$ cat config.mk
export PLATFORM = sky130hd
export DESIGN_NAME = configurable_crc32_byte
export DESIGN_NICKNAME = d
export VERILOG_FILES = /design/src/crc32b_pkg.sv /design/src/crc32b_cfg.sv /design/src/crc32b_fold.sv /design/src/configurable_crc32_byte.sv
export SDC_FILE = /design/constraint.sdc
export NUM_CORES = 1
export LEC_CHECK = 0
export BUFFER_PORTS_ARGS = -buffer_cell sky130_fd_sc_hd__buf_2
export CORE_ASPECT_RATIO = 1.5
export CORE_MARGIN = 8
export CORE_UTILIZATION = 35
export DETAILED_ROUTE_END_ITERATION = 10
export GPL_TIMING_DRIVEN = 0
export PLACE_DENSITY_LB_ADDON = 0.1
export SYNTH_ARGS = -nofsm -noshare
export SYNTH_HDL_FRONTEND = slang
export SYNTH_SLANG_ARGS = --single-unit
$ cat constraint.sdc
create_clock -name clk -period 5.2 [get_ports clk]
set_input_delay 0.78 -clock clk [delete_from_list [all_inputs] [get_ports clk]]
set_output_delay 0.78 -clock clk [all_outputs]
set_load 0.02 [all_outputs]
$ cat src/crc32b_pkg.sv
// Package for the configurable byte-serial CRC-32 engine.
// Holds shared widths, reset values, register indexes and the config struct.
// No dependencies.
package crc32b_pkg;

  localparam int unsigned CRC_W  = 32;
  localparam int unsigned BYTE_W = 8;
  localparam int unsigned IDX_W  = 2;

  localparam logic [CRC_W-1:0] POLY_RST = 32'h04C1_1DB7;
  localparam logic [CRC_W-1:0] INIT_RST = 32'hFFFF_FFFF;

  typedef enum logic [IDX_W-1:0] {
    CFG_POLY    = 2'd0,
    CFG_INIT    = 2'd1,
    CFG_REFLECT = 2'd2,
    CFG_INVERT  = 2'd3
  } cfg_idx_t;

  typedef struct packed {
    logic [CRC_W-1:0] polynomial;
    logic [CRC_W-1:0] init_value;
    logic             reflect_mode;
    logic             invert_output;
  } cfg_t;

endpackage

$ cat src/crc32b_cfg.sv
// Configuration register bank for the CRC-32 engine.
// Depends on crc32b_pkg.
module crc32b_cfg (
  input  logic                               clk,
  input  logic                               rst_n,
  input  logic                               cfg_wr_en,
  input  logic [crc32b_pkg::IDX_W-1:0]       cfg_index,
  input  logic [crc32b_pkg::CRC_W-1:0]       cfg_wdata,
  output crc32b_pkg::cfg_t                   cfg
);

  crc32b_pkg::cfg_t cfg_r;
  crc32b_pkg::cfg_t cfg_nxt;

  always_comb begin
    cfg_nxt = cfg_r;
    if (cfg_wr_en) begin
      unique case (crc32b_pkg::cfg_idx_t'(cfg_index))
        crc32b_pkg::CFG_POLY:    cfg_nxt.polynomial    = cfg_wdata;
        crc32b_pkg::CFG_INIT:    cfg_nxt.init_value    = cfg_wdata;
        crc32b_pkg::CFG_REFLECT: cfg_nxt.reflect_mode  = cfg_wdata[0];
        crc32b_pkg::CFG_INVERT:  cfg_nxt.invert_output = cfg_wdata[0];
      endcase
    end
  end

  always_ff @(posedge clk) begin
    if (!rst_n) begin
      cfg_r.polynomial    <= crc32b_pkg::POLY_RST;
      cfg_r.init_value    <= crc32b_pkg::INIT_RST;
      cfg_r.reflect_mode  <= 1'b1;
      cfg_r.invert_output <= 1'b1;
    end else begin
      cfg_r <= cfg_nxt;
    end
  end

  assign cfg = cfg_r;

endmodule

$ cat src/crc32b_fold.sv
// Combinational fold of one byte into the CRC register, eight bit steps.
// Depends on crc32b_pkg.
module crc32b_fold (
  input  logic [crc32b_pkg::CRC_W-1:0]  crc_in,
  input  logic [crc32b_pkg::BYTE_W-1:0] data_byte,
  input  logic [crc32b_pkg::CRC_W-1:0]  polynomial,
  input  logic                          reflect_mode,
  output logic [crc32b_pkg::CRC_W-1:0]  crc_out
);

  localparam int unsigned W = crc32b_pkg::CRC_W;
  localparam int unsigned B = crc32b_pkg::BYTE_W;

  logic [W-1:0] poly_rev;
  logic [W-1:0] acc;

  always_comb begin
    for (int k = 0; k < W; k++) begin
      poly_rev[k] = polynomial[W-1-k];
    end
  end

  always_comb begin
    if (reflect_mode) begin
      acc = crc_in ^ {{(W-B){1'b0}}, data_byte};
      for (int k = 0; k < B; k++) begin
        acc = acc[0] ? ({1'b0, acc[W-1:1]} ^ poly_rev) : {1'b0, acc[W-1:1]};
      end
    end else begin
      acc = crc_in ^ {data_byte, {(W-B){1'b0}}};
      for (int k = 0; k < B; k++) begin
        acc = acc[W-1] ? ({acc[W-2:0], 1'b0} ^ polynomial) : {acc[W-2:0], 1'b0};
      end
    end
    crc_out = acc;
  end

endmodule

$ cat src/configurable_crc32_byte.sv
// A byte is captured in the input register, then folded into the CRC register;
// a last byte's result is registered in out_crc_r and presented on out_*.
// Throughput: one byte per clock unless a last byte stalls on a held result;
// the eight-step fold sits between the input register and the CRC/result regs.
// Reset (rst_n low, synchronous): config registers return to CRC-32 defaults,
// CRC register loads 0xFFFFFFFF, both pipeline registers empty.
module configurable_crc32_byte (
  input  logic                               clk,
  input  logic                               rst_n,
  input  logic                               in_valid,
  output logic                               in_stall,
  input  logic [crc32b_pkg::BYTE_W-1:0]      in_data_byte,
  input  logic                               in_last_byte,
  output logic                               out_valid,
  input  logic                               out_stall,
  output logic [crc32b_pkg::CRC_W-1:0]       out_crc_value,
  input  logic                               cfg_wr_en,
  input  logic [crc32b_pkg::IDX_W-1:0]       cfg_index,
  input  logic [crc32b_pkg::CRC_W-1:0]       cfg_wdata
);

  crc32b_pkg::cfg_t cfg;

  logic                              in_valid_r, in_valid_nxt;
  logic [crc32b_pkg::BYTE_W-1:0]     in_data_r;
  logic                              in_last_r;
  logic [crc32b_pkg::CRC_W-1:0]      crc_r, crc_nxt;
  logic                              out_valid_r, out_valid_nxt;
  logic [crc32b_pkg::CRC_W-1:0]      out_crc_r;
  logic [crc32b_pkg::CRC_W-1:0]      fold_crc;
  logic                              out_free;
  logic                              adv;

  crc32b_cfg u_cfg (
    .clk       (clk),
    .rst_n     (rst_n),
    .cfg_wr_en (cfg_wr_en),
    .cfg_index (cfg_index),
    .cfg_wdata (cfg_wdata),
    .cfg       (cfg)
  );

  crc32b_fold u_fold (
    .crc_in       (crc_r),
    .data_byte    (in_data_r),
    .polynomial   (cfg.polynomial),
    .reflect_mode (cfg.reflect_mode),
    .crc_out      (fold_crc)
  );

  // non-last bytes never wait on the result side
  assign out_free = !out_valid_r || !out_stall;
  assign adv      = in_valid_r && (!in_last_r || out_free);
  assign in_stall = in_valid_r && !adv;

  always_comb begin
    in_valid_nxt = in_valid_r;
    if (!in_stall) begin
      in_valid_nxt = in_valid;
    end

    crc_nxt = crc_r;
    if (adv) begin
      crc_nxt = in_last_r ? cfg.init_value : fold_crc;
    end

    out_valid_nxt = out_valid_r;
    if (adv && in_last_r) begin
      out_valid_nxt = 1'b1;
    end else if (!out_stall) begin
      out_valid_nxt = 1'b0;
    end
  end

  always_ff @(posedge clk) begin
    if (!rst_n) begin
      in_valid_r  <= 1'b0;
      out_valid_r <= 1'b0;
      crc_r       <= crc32b_pkg::INIT_RST;
    end else begin
      in_valid_r  <= in_valid_nxt;
      out_valid_r <= out_valid_nxt;
      crc_r       <= crc_nxt;
    end
  end

  always_ff @(posedge clk) begin
    if (!in_stall) begin
      in_data_r <= in_data_byte;
      in_last_r <= in_last_byte;
    end
    if (adv && in_last_r) begin
      out_crc_r <= cfg.invert_output ? ~fold_crc : fold_crc;
    end
  end

  assign out_valid     = out_valid_r;
  assign out_crc_value = out_crc_r;

`ifndef SYNTH
  a_rise_needs_last: assert property (@(posedge clk) disable iff (!rst_n)
    $rose(out_valid_r) |-> $past(in_valid_r && in_last_r))
    else $error("result appeared without a last byte");

  a_reload_after_last: assert property (@(posedge clk) disable iff (!rst_n)
    (adv && in_last_r) |=> (crc_r == $past(cfg.init_value)))
    else $error("CRC register not reloaded after last byte");

  a_mid_msg_no_stall: assert property (@(posedge clk) disable iff (!rst_n)
    (in_valid_r && !in_last_r) |-> !in_stall)
    else $error("stall raised on a non-last byte");
`endif

endmodule
# Yosys cells after proc, flatten, opt, wreduce, memory -nomap -nowiden
# Cells that the tools add are included.
[word_totals] register_bits=141 input_bits=48 output_inout_bits=34
[op_classes] n_eq_ne=4 mux=21 bitwise=19 n_reduce_logical=14
[ops] operator="two-way mux 32 bit" n=19
[ops] operator="XOR 32 bit" n=9
[ops] operator="XOR 31 x 32 -> 32 bit" n=8
[ops] operator="NOT 32 bit" n=1
[ops] operator="XOR 32 x 8 -> 32 bit" n=1
[ops] operator="AND reduction 2 bit" n=4
[ops] operator="equality test 2 bit, second input constant" n=2
[ops] operator="logical NOT 1 bit" n=4
[ops] operator="logical AND 1 bit" n=3
[ops] operator="equality test 2 x 1 -> 1 bit, second input constant" n=1
[ops] operator="logical NOT 2 bit" n=1
[ops] operator="logical OR 1 bit" n=2
[ops] operator="two-way mux 1 bit" n=2
[ops] operator="!= test 2 x 1 -> 1 bit, second input constant" n=1

# Depth between registers and ports, before layout
# Gate-level depths: netlist of the first run.
[depth] ltp_word=20 mapped_depth=18

# By module
# Synthesis of the first run repeated with hierarchy kept, for this count alone.
[hier_totals] hier_cells=1880 hier_area_um2=15100.7
[modules_own_cells] mod="crc32b_fold" instances=1 cells_each=1336 area_per_inst_um2=9113.7 seq_area_each_um2=0.0
[modules_own_cells] mod="configurable_crc32_byte" instances=1 cells_each=267 area_per_inst_um2=3256.9 seq_area_each_um2=1911.8
[modules_own_cells] mod="crc32b_cfg" instances=1 cells_each=277 area_per_inst_um2=2730.1 seq_area_each_um2=1321.3

# Worst setup path before layout of the first run
# OpenSTA, ideal clock, no wires.
[synth_timing] path_type="register to register" startpoint="reg in_data_r[0] (netlist bit)" endpoint="reg out_crc_r, in the netlist out_crc_value[7], data pin" setup_ns=0.276 arrival_time_ns=3.939 required_ns=4.924 setup_slack_ns=0.984 path_stages_with_launch=17 path_buffers=3 synth_period_minus_slack_ns=4.216 path_cell_list="edfxtp_1 xnor2_2 xnor2_2 buf_4 o2bb2ai_2 or3b_1 nand3_1 xnor3_2 xnor2_1 a211oi_1 or4_1 buf_2 buf_6 nand3_2 xnor3_1 mux2i_1 xnor2_1"
[synth_via] elab_chain_len=19
[synth_rtl] item="start: declaration" line="configurable_crc32_byte.sv:25" source="logic [crc32b_pkg::BYTE_W-1:0] in_data_r;"
[synth_rtl] item="start signal: assignment" line="configurable_crc32_byte.sv:89" source="in_data_r <= in_data_byte;"
[synth_rtl] item="XOR 32 bit / XOR 32 x 8 -> 32 bit (equally long branches)" line="crc32b_fold.sv:30, crc32b_fold.sv:25"
[synth_rtl] item="XOR 32 bit / two-way mux 32 bit (equally long branches)" line="crc32b_fold.sv:32, crc32b_fold.sv:27"
[synth_rtl] item="two-way mux 32 bit / XOR 31 x 32 -> 32 bit (equally long branches)" line="crc32b_fold.sv:32, crc32b_fold.sv:27"
[synth_rtl] item="XOR 32 bit / two-way mux 32 bit (equally long branches)" line="crc32b_fold.sv:32, crc32b_fold.sv:27"
[synth_rtl] item="two-way mux 32 bit / XOR 31 x 32 -> 32 bit (equally long branches)" line="crc32b_fold.sv:32, crc32b_fold.sv:27"
[synth_rtl] item="XOR 32 bit / two-way mux 32 bit (equally long branches)" line="crc32b_fold.sv:32, crc32b_fold.sv:27"
[synth_rtl] item="two-way mux 32 bit / XOR 31 x 32 -> 32 bit (equally long branches)" line="crc32b_fold.sv:32, crc32b_fold.sv:27"
[synth_rtl] item="XOR 32 bit / two-way mux 32 bit (equally long branches)" line="crc32b_fold.sv:32, crc32b_fold.sv:27"
[synth_rtl] item="[... 3 more ...]"
[synth_rtl] item="XOR 32 bit / two-way mux 32 bit (equally long branches)" line="crc32b_fold.sv:32, crc32b_fold.sv:27"
[synth_rtl] item="two-way mux 32 bit / XOR 31 x 32 -> 32 bit (equally long branches)" line="crc32b_fold.sv:32, crc32b_fold.sv:27"
[synth_rtl] item="XOR 32 bit / two-way mux 32 bit (equally long branches)" line="crc32b_fold.sv:32, crc32b_fold.sv:27"
[synth_rtl] item="two-way mux 32 bit / XOR 31 x 32 -> 32 bit (equally long branches)" line="crc32b_fold.sv:32, crc32b_fold.sv:27"
[synth_rtl] item="two-way mux 32 bit, on equally long branches" line="crc32b_fold.sv:32, crc32b_fold.sv:27"
[synth_rtl] item="two-way mux 32 bit *" line="crc32b_fold.sv:24" source="if (reflect_mode) begin"
[synth_rtl] item="NOT 32 bit" line="configurable_crc32_byte.sv:93" source="out_crc_r <= cfg.invert_output ? ~fold_crc : fold_crc;"
[synth_rtl] item="two-way mux 32 bit *" line="configurable_crc32_byte.sv:93"
[synth_rtl] item="end signal: assignment" line="configurable_crc32_byte.sv:93"
[synth_rtl] item="end: declaration" line="configurable_crc32_byte.sv:29" source="logic [crc32b_pkg::CRC_W-1:0] out_crc_r;"
# Mark *: on every way between the ends. The rest lies on a longest branch, timed or not.
# A chain may end at the register's enable or synchronous reset.

# Final worst setup path of the first run
[layout_timing] startpoint="reg in_data_r[0] (netlist bit)" endpoint="reg crc_r[26] (netlist bit)"
[layout_via] elab_chain_len=18
[layout_rtl] item="XOR 32 bit" line="crc32b_fold.sv:30" source="acc = crc_in ^ {data_byte, {(W-B){1'b0}}};"
[layout_rtl] item="XOR 32 bit" line="crc32b_fold.sv:32" source="acc = acc[W-1] ? ({acc[W-2:0], 1'b0} ^ polynomial) : {acc[W-2:0], 1'b0};"
[layout_rtl] item="two-way mux 32 bit" line="crc32b_fold.sv:32"
[layout_rtl] item="XOR 32 bit" line="crc32b_fold.sv:32"
[layout_rtl] item="two-way mux 32 bit" line="crc32b_fold.sv:32"
[layout_rtl] item="XOR 32 bit" line="crc32b_fold.sv:32"
[layout_rtl] item="two-way mux 32 bit" line="crc32b_fold.sv:32"
[layout_rtl] item="XOR 32 bit" line="crc32b_fold.sv:32"
[layout_rtl] item="two-way mux 32 bit" line="crc32b_fold.sv:32"
[layout_rtl] item="XOR 32 bit" line="crc32b_fold.sv:32"
[layout_rtl] item="two-way mux 32 bit" line="crc32b_fold.sv:32"
[layout_rtl] item="XOR 32 bit" line="crc32b_fold.sv:32"
[layout_rtl] item="two-way mux 32 bit" line="crc32b_fold.sv:32"
[layout_rtl] item="XOR 32 bit" line="crc32b_fold.sv:32"
[layout_rtl] item="two-way mux 32 bit (2 in series)" line="crc32b_fold.sv:32"
[layout_rtl] item="two-way mux 32 bit *" line="crc32b_fold.sv:24"
[layout_rtl] item="two-way mux 32 bit *" line="configurable_crc32_byte.sv:64" source="crc_nxt = in_last_r ? cfg.init_value : fold_crc;"
[layout_rtl] item="end signal: assignment" line="configurable_crc32_byte.sv:79" source="crc_r <= crc32b_pkg::INIT_RST;"
[layout_rtl] item="end signal: assignment" line="configurable_crc32_byte.sv:83" source="crc_r <= crc_nxt;"
[layout_rtl] item="end: declaration" line="configurable_crc32_byte.sv:27" source="logic [crc32b_pkg::CRC_W-1:0] crc_r, crc_nxt;"
# Marked as above.

==> out/metrics.csv, run 1 <==
stage,metric,value,unit
sta,Fmax achieved,0.200,GHz
sta,Setup Skew,0.00961,ns
floorplanning,die footprint,0.0487,mm2
flow_run,reported max-cap violation count,0,
logic_synthesis,ys flop type,dfxtp_1,
global_route,first-pass GRT wire length,91.2,mm
critical_path,Reg-to-Reg Start,in_data_r[0],
sta,actual slew at the worst max-slew pin,1.14,ns
placed_design,Cells after DPL,2567,
power,register share of total power,0.185,
sta,Tmin final,5.01,ns
logic_synthesis,"EDFF count, synth",41,
placed_design,GPL Wtd Cong,0.952,
sta,setup ws final,0.193,ns
clocking,Worst-path clk slew,0.07,ns
min_path,Hold EP,u_cfg.cfg[8],
sta,Max Slew Vio Count,0,
critical_path,Reg2Reg Capture Point,crc_r[26],
power,Pint,4.08,mW
critical_path,"Req. time, crit path",5.52,ns
min_path,hold path cells,2,
critical_path,WP data arrival,5.32,ns
floorplanning,Initial Utilization,0.354,
global_route,Total Routing Usage GR,0.255,
clocking,later-pin clock latency in the skew report,0.45,ns
sta,period utilization,0.963,
min_path,worst hold path type,reg2reg,
power,maximum VDD drop,0.242,mV
floorplanning,FP Rows,91,
critical_path,Setup Crit Path Kind,reg2reg,
min_path,hold wc startpoint,u_cfg.cfg[8],
logic_synthesis,Netlist cell types,78,
power,Psw,3.48,mW
clocking,clock buffer depth,2,
critical_path,FF-to-FF path depth,15,
placed_design,Buffers on Ports,80,
floorplanning,number of I/O pins,82,
finish,diodes inserted,0,
clocking,CTS H-tree depth,4,
route,drt wl/cell,23.9,um
global_route,vias in the first global route,14000,
global_route,antenna violations before repair,0,
clocking,CTS tree,built,
logic_synthesis,async set or reset register ratio after synthesis,0,
logic_synthesis,Post-Syn Nets,1976,
route,vias per cell,5.33,
critical_path,"critical path fanouts, max",10,
power,logic gate share of total power,0.648,
power,LEAKAGE,6.40,nW
placed_design,post-DP HPWL,49.8,mm
critical_path,CP Launch Type,register,
floorplanning,Die H,266,um
route,1st-iter DRT viols,918,
sta,Slew HR,0.241,
power,switching share of power,0.460,
critical_path,reg2reg setup slack,0.19,ns
clocking,Root Buffer Master,clkbuf_16,
run_status,result of the run,"complete, no violations",
critical_path,Top delay family on crit path,XOR/XNOR gates,
clocking,CTS Buf Count,17,
power,clock share of power,0.166,
sta,Hold Slack,0.464,ns
route,DRC,0,
finish,layout cell share with drive strength beyond 1,0.119,
power,power per cell area,453,mW/mm2
logic_synthesis,post-synthesis sequential area ratio,0.221,
logic_synthesis,"Cell Area, Synth",0.0146,mm2
clocking,clock sink count,141,
logic_synthesis,syn_area_per_cell,7.58,um2
critical_path,max incr delay on CP,0.55,ns
global_route,pin count of the biggest net entering global routing,31,
sta,final hold viol count,0,
route,WL final,62.2,mm
finish,Area growth syn-to-layout,14.4,%
route,Via Count,13900,
floorplanning,core area,0.0412,mm2
critical_path,CP max stage cell,edfxtp_1,
logic_synthesis,synthesized flop and latch total,141,
critical_path,crit path buf inv count,2,
finish,Final #Nets,2082,
logic_synthesis,Cells after Synth,1928,
critical_path,CP endpoint kind,register,
placed_design,Setup Slack @ Placement,-0.734,ns
route,Routed Antenna Nets,0,
route,DR pass1 iterations,5,
global_route,grt ovf,0,
finish,post-layout util,0.405,
logic_synthesis,Yosys Warn Count,0,
floorplanning,die width,183,um
critical_path,crit-path cells,xnor2_4 -> xnor2_2 -> buf_4 -> o2bb2ai_2 -> or3b_1 -> nand3_1 -> xnor3_2 -> xor2_2 -> nor3_2 -> clkbuf_2 -> o21ai_0 -> xnor3_1 -> xor2_1 -> a22oi_2 -> a31oi_1,
sta,Final setup violation count,0,
finish,fin cells,2605,
==> state kept, by name (all words and copies together) (netlist names) <==
signal,flops
crc_r,32
u_cfg.cfg,66
out_valid,1
in_valid_r,1
in_data_r,8
out_crc_value,32
in_last_r,1
==> per-stage QoR <==
| step | total power [mW] | setup TNS (ns) | instance area (um2) |
|---|---|---|---|
| final | 7.56 | 0 | 16700 |
| after global routing | 7.93 | -0.109 | 16700 |
| after CTS | 7.50 | 0 | 16500 |
| after detailed placement | 6.14 | -22.64 | 15700 |
| after global placement | 6.12 | -23.41 | 15700 |
| after floorplan | 4.85 | 0 | 14600 |
==> cell usage in the layout (no fill, tap or decap), types with 25 or more instances in the layout <==
cell type / synthesis / layout
nand2_1: 477 / 477
xnor2_1: 355 / 350
clkbuf_1: 152 / 134
dfxtp_1: 100 / 99
nand3_1: 95 / 95
buf_2: 9 / 91
xor2_1: 91 / 88
o21ai_0: 71 / 68
a21oi_1: 68 / 67
nor2_1: 58 / 57
edfxtp_1: 41 / 41
and3_1: 37 / 37
mux2i_1: 36 / 35
xnor3_1: 33 / 33
a21boi_0: 28 / 27
o31ai_1: 27 / 25
==> worst min-delay path: stages, from the launching register on <==
cell and delay [ns]:
dfxtp_1 0.32, nand2_1 0.05, nand3_1 0.07
==> logic make-up (layout without fill, tap and decap cells) <==
| family | after synthesis | in the layout | synth area share |
|---|---|---|---|
| simple gates | 757 | 757 | 0.231 |
| mux | 38 | 38 | 0.0262 |
| buf+inv | 193 | 312 | 0.0535 |
| flops | 141 | 141 | 0.221 |
| xor+xnor | 488 | 488 | 0.329 |
| compound gates | 311 | 311 | 0.139 |
==> power by group through the flow <==
stage | Sequential [mW] | Combinational [mW] | Clock, mW
2_1_floorplan | 1.43 | 3.41 | 0
3_3_place_gp | 1.42 | 4.70 | 0
3_5_place_dp | 1.42 | 4.72 | 0
4_1_cts | 1.40 | 4.83 | 1.28
5_1_grt | 1.41 | 5.20 | 1.32
6_report | 1.40 | 4.90 | 1.26
==> how the worst max path moves through the flow <==
stage / startpoint / end / slack, ns / cells past startpoint
3_3_place_gp: u_cfg.cfg[65] / crc_r[0] / -0.75 / 16
5_1_grt: in_data_r[0] / out_crc_value[28] / -0.05 / 15
3_5_place_dp: u_cfg.cfg[65] / crc_r[0] / -0.73 / 16
4_1_cts: in_data_r[0] / out_crc_value[28] / 0.01 / 14
6_report: in_data_r[0] / crc_r[26] / 0.19 / 15
2_1_floorplan: in_data_r[0] / out_crc_value[7] / 0.98 / 16
==> cell usage after synthesis (4+ instances only) <==
library cell | n | area [um2]
nand3_1 | 95 | 475
xnor2_2 | 8 | 130
o211a_1 | 7 | 70.1
o31ai_1 | 27 | 203
edfxtp_1 | 41 | 1230
a21oi_1 | 68 | 340
nand3_2 | 14 | 140
clkbuf_1 | 152 | 571
buf_6 | 4 | 45.0
a211oi_1 | 11 | 82.6
o21ai_1 | 12 | 60.1
nand4_1 | 4 | 25.0
a21boi_0 | 28 | 210
and3_1 | 37 | 231
nor2_1 | 58 | 218
dfxtp_1 | 100 | 2000
inv_1 | 8 | 30.0
a31oi_1 | 9 | 56.3
nor4_1 | 6 | 37.5
nand2_1 | 477 | 1790
nand2b_1 | 4 | 25.0
nor3_1 | 13 | 65.1
or2_2 | 6 | 37.5
a22oi_1 | 6 | 45.0
nand3b_1 | 4 | 30.0
o21bai_1 | 4 | 30.0
xnor3_1 | 33 | 743
o21ai_0 | 71 | 355
buf_1 | 11 | 41.3
or3_1 | 9 | 56.3
mux2i_1 | 36 | 360
o2111ai_1 | 4 | 35.0
o22ai_1 | 18 | 113
o21a_1 | 4 | 30.0
nor3b_1 | 4 | 30.0
buf_2 | 9 | 45.0
o211ai_1 | 7 | 52.6
xnor2_1 | 355 | 3110
and2_1 | 8 | 50.1
clkbuf_2 | 4 | 20.0
xor2_1 | 91 | 797
==> what timing repair did <==
item                       4_1_cts  5_1_grt
gates cloned                     0        0
gates resized for setup         34       49
pin swaps                        1        3
buffers inserted                 1        7
hold buffers                     0        0
setup endpoints to repair       64       64
==> per-layer routing <==
metal	GRT usage	part of all wire
met1	0.245	0.35
met2	0.466	0.52
met3	0.0270	0.029
met4	0.243	0.11
met5	0	0
==> cell type report <==
type	instances	area (um2)
Clock buffer	17	425
Multi-Input combinational cell	1594	10900
Buffer	181	758
Tap cell	558	698
Clock inverter	15	150
Fill cell	4437	24500
Inverter	10	37.5
Timing Repair Buffer	89	493
Sequential cell	141	3230
(Power assumes the default switching activity.)
==> run 2: changes to the inputs <==
--- a/config.mk
+++ b/config.mk
@@ -6,7 +6,7 @@
 export NUM_CORES = 1
 export LEC_CHECK = 0
 export BUFFER_PORTS_ARGS = -buffer_cell sky130_fd_sc_hd__buf_2
-export CORE_ASPECT_RATIO = 1.5
+export CORE_ASPECT_RATIO = 1.75
 export CORE_MARGIN = 8
 export CORE_UTILIZATION = 35
 export DETAILED_ROUTE_END_ITERATION = 10
==> out/metrics.csv, run 2 (synthesis gave the netlist of run 1 again) <==
stage,metric,value,unit,change
floorplanning,FP Rows,99,,+8.8%
clocking,later-pin clock latency in the skew report,0.45,ns,about the same
route,WL final,65.7,mm,+5.8%
finish,layout cell share with drive strength beyond 1,0.130,,+0.0109
clocking,Root Buffer Master,clkbuf_16,,
global_route,grt met3 use,0.0198,,-0.00721
finish,Largest register FFs,66,,unchanged
critical_path,"critical path fanouts, max",10,,unchanged
critical_path,Top delay family on crit path,simple AND/OR/NAND/NOR gates,,
sta,Max Slew Vio Count,0,,unchanged
sta,Slew HR,0.244,,+0.00342
sta,Fmax achieved,0.195,GHz,-2.2%
global_route,pin count of the biggest net entering global routing,31,,unchanged
global_route,grt met2 use,0.498,,+0.0319
critical_path,"Req. time, crit path",5.57,ns,+0.05 ns
min_path,worst hold path type,reg2reg,,
finish,most frequent cells in the layout,"477 x nand2_1, 346 x xnor2_1, 130 x clkbuf_1",,
route,DRC,0,,unchanged
placed_design,Buffers on Ports,80,,unchanged
clocking,clock sink count,141,,unchanged
route,drt wl/cell,25.2,um,+5.7%
floorplanning,core area,0.0415,mm2,+0.68%
critical_path,CP endpoint kind,register,,
global_route,busiest grt layer,met2,,
route,vias per cell,5.37,,+0.74%
finish,Final #Nets,2087,,+0.24%
critical_path,CP max stage cell,dfxtp_1,,
placed_design,GPL Wtd Cong,0.952,,about the same
clocking,CTS Buf Count,17,,unchanged
global_route,first-pass GRT wire length,95.2,mm,+4.4%
route,Via Count,14000,,+0.82%
global_route,Total Routing Usage GR,0.270,,+0.0156
sta,period utilization,0.984,,+0.0215
clocking,Worst-path clk slew,0.07,ns,about the same
placed_design,DP Area,0.0157,mm2,about the same
route,Routed Antenna Nets,0,,unchanged
finish,fill count,4370,,-1.5%
power,maximum VDD drop,0.320,mV,+32%
critical_path,CP Launch Type,register,,
route,1st-iter DRT viols,959,,+4.5%
sta,actual slew at the worst max-slew pin,1.13,ns,-0.00513 ns
sta,final hold viol count,0,,unchanged
sta,Tmin final,5.12,ns,+0.112 ns
critical_path,Setup Crit Path Kind,reg2reg,,
run_status,result of the run,"complete, no violations",,
power,LEAKAGE,6.50,nW,+1.5%
clocking,cts hold-fix bufs,0,,unchanged
floorplanning,Initial Utilization,0.352,,-0.00238
finish,"commonest non-fill, non-tap cell in the layout",nand2_1,,
flow_run,reported max-cap violation count,0,,unchanged
route,DR pass1 iterations,5,,unchanged
global_route,vias in the first global route,14400,,+2.8%
floorplanning,die width,170,um,-6.8%
floorplanning,Die H,286,um,+7.5%
placed_design,post-DP HPWL,53.1,mm,+6.6%
sta,RSZ-0062 raised after global routing,true,,
critical_path,max incr delay on CP,0.68,ns,+0.13 ns
global_route,grt ovf,0,,unchanged
power,Final Power,7.85,mW,+3.8%
critical_path,WP data arrival,5.49,ns,+0.17 ns
global_route,antenna violations before repair,0,,unchanged
sta,Final setup violation count,0,,unchanged
sta,Setup Skew,0.0106,ns,+0.000956 ns
clocking,CTS H-tree depth,4,,unchanged
clocking,CTS tree,built,,
critical_path,crit path buf inv count,2,,unchanged
finish,diodes inserted,0,,unchanged
clocking,clock buffer depth,2,,unchanged
global_route,GR Layer Usage met1,0.243,,-0.00188
power,power per cell area,463,mW/mm2,+2.4%
critical_path,crit-path cells,xnor2_4 -> xnor2_1 -> nor3_2 -> nor4_4 -> nor2_1 -> a31o_2 -> nor2_1 -> mux2_2 -> or4_4 -> clkbuf_2 -> clkbuf_2 -> and3_1 -> xnor2_1 -> o221ai_1 -> o21ai_1,,
finish,post-layout util,0.408,,+0.00279
floorplanning,die footprint,0.0488,mm2,+0.25%
floorplanning,number of I/O pins,82,,unchanged
finish,Area growth syn-to-layout,16.0,%,
finish,Final Cell Area,0.0169,mm2,+1.4%
## run 2: cell count changes in the layout (fill, tap and decap cells not counted), sizes merged
cell / previous run / this run
buf: 117 / 122
clkinvlp: 1 / 2
xnor2: 363 / 364
inv: 17 / 18
clkinv: 6 / 4
clkbuf: 170 / 169
## run 2: worst paths after layout
| path | startpoint | endpoint | slack (ns) | cells after the start |
|---|---|---|---|---|
| worst max-delay path | crc_r[30] | crc_r[25] | 0.08 | 15 |
| worst min-delay path | u_cfg.cfg[8] | u_cfg.cfg[8] | 0.46 | 2 |
| worst max register to register | crc_r[30] | crc_r[25] | 0.08 | 15 |
| worst min register to register | u_cfg.cfg[8] | u_cfg.cfg[8] | 0.46 | 2 |
## run 2: area by class of cell
type,instances,area (um2),share of cell area
Clock inverter,15,170,0.0100
Clock buffer,17,425,0.0251
Sequential cell,141,3240,0.191
Multi-Input combinational cell,1595,11100,0.653
Timing Repair Buffer,94,556,0.0328
Inverter,10,37.5,0.00222
Buffer,180,762,0.0450
Tap cell,555,694,0.0410
## run 2: repair_timing
item,in CTS,in global routing
pin swaps,2,7
gates cloned,0,1
setup endpoints to repair,64,62
buffers inserted,3,10
resized for setup,53,57
## run 2: worst reg2reg max path, delay by kind of cell (launching register included)
kind,cells,cell delay (ns)
XOR/XNOR,3,0.95
flip-flops,1,0.68
AO/OA/AOI/OAI,3,0.86
multiplexers,1,0.37
buffers and inverters,2,0.47
AND/OR/NAND/NOR,6,1.74
## run 2: report_power, final
part	total [mW]	switching, mW	leakage, nW	internal, mW
clock network	1.31	0.620	0.288	0.688
logic	5.14	2.99	5.00	2.15
registers	1.40	0.0931	1.21	1.31
total	7.85	3.70	6.50	4.15
## run 2: per-layer routing
layer	up-vias	routed length, um
li1	6661	-
met1	6692	21500
met2	440	34000
met3	213	1610
met4	0	8650
met5	-	0
## run 2: through the flow
stage / TNS, ns / hold WS, ns / setup WS (ns) / cells
finish: 0 / 0.463 / 0.0814 / 2607
global route: -0.0135 / 0.489 / -0.0126 / 2607
CTS: 0 / 0.465 / 0.00113 / 2597
detailed placement: -30.44 / 0.446 / -0.917 / 2564
global placement: -28.66 / 0.448 / -0.891 / 2563
floorplan: 0 / 0.432 / 0.984 / 1928
==> run 3: changes to the inputs <==
--- a/config.mk
+++ b/config.mk
@@ -8,7 +8,7 @@
 export BUFFER_PORTS_ARGS = -buffer_cell sky130_fd_sc_hd__buf_2
 export CORE_ASPECT_RATIO = 1.75
 export CORE_MARGIN = 8
-export CORE_UTILIZATION = 35
+export CORE_UTILIZATION = 62
 export DETAILED_ROUTE_END_ITERATION = 10
 export GPL_TIMING_DRIVEN = 0
 export PLACE_DENSITY_LB_ADDON = 0.1
==> out/metrics.csv, run 3 (synthesis gave the netlist of run 1 again) <==
stage,metric,value,unit,change
floorplanning,Initial Utilization,0.629,,+0.277
placed_design,post-DP HPWL,46.4,mm,-13%
sta,setup TNS,-0.133,ns,-0.133 ns
finish,"commonest non-fill, non-tap cell in the layout",nand2_1,,
global_route,grt ovf,0,,unchanged
global_route,antenna violations before repair,2,,+2
global_route,pin count of the biggest net entering global routing,31,,unchanged
sta,Max Slew Vio Count,0,,unchanged
sta,Slew HR,0.326,,+0.0821
clocking,CTS H-tree depth,4,,unchanged
finish,fin cells,2354,,-9.7%
placed_design,Buffers on Ports,80,,unchanged
critical_path,CP max stage cell,or4_4,,
sta,setup ws final,-0.0446,ns,-0.126 ns
route,DR pass1 iterations,6,,+1
placed_design,GPL Wtd Cong,1.03,,+8.5%
floorplanning,die width,132,um,-23%
critical_path,most frequent cell on the critical path,clkbuf_2,,
sta,Fmax achieved,0.191,GHz,-2.4%
global_route,vias in the first global route,14800,,+2.9%
finish,Final Cell Area,0.0165,mm2,-2.7%
critical_path,CP endpoint kind,register,,
power,Final Power,7.72,mW,-1.7%
finish,Largest register FFs,66,,unchanged
sta,actual slew at the worst max-slew pin,1.01,ns,-0.123 ns
min_path,worst hold path type,reg2reg,,
sta,period utilization,1.01,,+0.0242
placed_design,Cells after DPL,2313,,-9.8%
floorplanning,Die H,219,um,-23%
global_route,busiest grt layer,met2,,
critical_path,crit path buf inv count,3,,+1
sta,final hold viol count,0,,unchanged
finish,layout cell share with drive strength beyond 1,0.118,,-0.0126
critical_path,WP data arrival,5.57,ns,+0.08 ns
route,drt wl/cell,25.8,um,+2.5%
finish,most frequent cells in the layout,"476 x nand2_1, 345 x xnor2_1, 139 x clkbuf_1",,
clocking,cts hold-fix bufs,0,,unchanged
clocking,clock buffer depth,2,,unchanged
global_route,first-pass GRT wire length,89.0,mm,-6.5%
clocking,CTS tree,built,,
route,1st-iter DRT viols,1319,,+38%
global_route,grt met2 use,0.719,,+0.220
clocking,CTS Buf Count,17,,unchanged
power,LEAKAGE,6.46,nW,-0.64%
floorplanning,FP Rows,74,,-25%
critical_path,CP Launch Type,register,,
placed_design,DP Area,0.0154,mm2,-2.0%
critical_path,"Req. time, crit path",5.52,ns,-0.05 ns
finish,diodes inserted,0,,unchanged
clocking,clock sink count,141,,unchanged
critical_path,"critical path fanouts, max",10,,unchanged
clocking,later-pin clock latency in the skew report,0.46,ns,about the same
power,power per cell area,468,mW/mm2,+1.1%
floorplanning,die footprint,0.0289,mm2,-41%
clocking,Worst-path clk slew,0.07,ns,about the same
critical_path,Top delay family on crit path,compound AO/OA/AOI/OAI gates,,
finish,fill count,1991,,-54%
run_status,failing checks,setup timing,,
run_status,result of the run,finished with violations,,
route,Routed Antenna Nets,0,,unchanged
route,WL final,60.8,mm,-7.5%
sta,RSZ-0062 raised after global routing,true,,
finish,Reg area,0.00324,mm2,about the same
sta,Final setup violation count,6,,+6
power,maximum VDD drop,0.465,mV,+45%
critical_path,Setup Crit Path Kind,reg2reg,,
global_route,Total Routing Usage GR,0.416,,+0.146
critical_path,max incr delay on CP,0.55,ns,-0.13 ns
critical_path,crit-path cells,xor2_1 -> buf_2 -> xnor2_2 -> a21boi_0 -> o21ai_0 -> nand2_1 -> a31o_2 -> nor2_1 -> mux2_2 -> or4_4 -> clkbuf_2 -> clkbuf_2 -> and3_1 -> xnor2_1 -> a22oi_2 -> a31oi_1,,
finish,Area growth syn-to-layout,12.8,%,
finish,Multi-input gate area,0.0109,mm2,-1.0%
route,vias per cell,6.32,,+18%
route,Via Count,14900,,+6.2%
finish,Final #Nets,2085,,-0.096%
global_route,grt met3 use,0.0822,,+0.0624
route,DRC,0,,unchanged
sta,Setup Skew,0.0111,ns,+0.000507 ns
floorplanning,core area,0.0232,mm2,-44%
global_route,GR Layer Usage met1,0.370,,+0.126
clocking,Root Buffer Master,clkbuf_16,,
flow_run,reported max-cap violation count,0,,unchanged
floorplanning,number of I/O pins,82,,unchanged
sta,Tmin final,5.24,ns,+0.126 ns
==> run 3: changes by cell type in the layout (fill, tap and decap cells not counted), sizes merged <==
| cell | change |
|---|---|
| buf | -4 |
| bufinv | +1 |
| clkbuf | +5 |
| clkinv | +1 |
| clkinvlp | -2 |
| inv | -2 |
| xnor2 | -1 |
==> run 3: timing repair <==
action / CTS / global route
setup buffers: 2 / 9
endpoints found under the hold margin: 0 / 0
gates resized for setup: 25 / 48
pin swaps: 2 / 8
setup endpoints to repair: 64 / 63
gates cloned: 0 / 0
==> run 3: worst min-delay path: cells and delay by family, from the launching register on <==
kind	cells	cell delay, ns
flip-flops	1	0.32
AND/OR/NAND/NOR	2	0.12
==> run 3: layout make-up <==
| cell class | instances | share of cell area |
|---|---|---|
| multi-input cells | 1594 | 0.664 |
| flip-flops and latches | 141 | 0.196 |
| plain buffers | 181 | 0.0457 |
| repair buffers | 92 | 0.0320 |
| clock buffers | 19 | 0.0269 |
| well taps | 304 | 0.0231 |
| clock inverters | 13 | 0.00911 |
| inverters | 10 | 0.00235 |
==> run 3: path summary, 6_finish.rpt <==
check,from,to,slack [ns],cells after the start
worst max-delay path,in_data_r[7],crc_r[26],-0.04,16
worst max register to register,in_data_r[7],crc_r[26],-0.04,16
worst min-delay path,u_cfg.cfg[8],u_cfg.cfg[8],0.47,2
worst min register to register,u_cfg.cfg[8],u_cfg.cfg[8],0.47,2
==> run 3: through the flow <==
stage,setup WS (ns),hold slack (ns),util
CTS,0.00493,0.466,0.695
global placement,-0.522,0.447,0.662
detailed placement,-0.660,0.450,0.663
finish,-0.0446,0.468,0.709
floorplan,0.984,0.432,-
global route,-0.148,0.482,0.709
==> run 3: where the power goes <==
| part | leakage, nW | switching (mW) | internal, mW |
|---|---|---|---|
| registers | 1.21 | 0.0884 | 1.31 |
| clock network | 0.294 | 0.545 | 0.729 |
| logic | 4.95 | 2.92 | 2.12 |
==> run 3: metal layers <==
| layer | share of wire | wire length, um |
|---|---|---|
| met1 | 0.29 | 17900 |
| met5 | 0.00021 | 13 |
| met4 | 0.15 | 8870 |
| met2 | 0.49 | 29500 |
| met3 | 0.075 | 4540 |
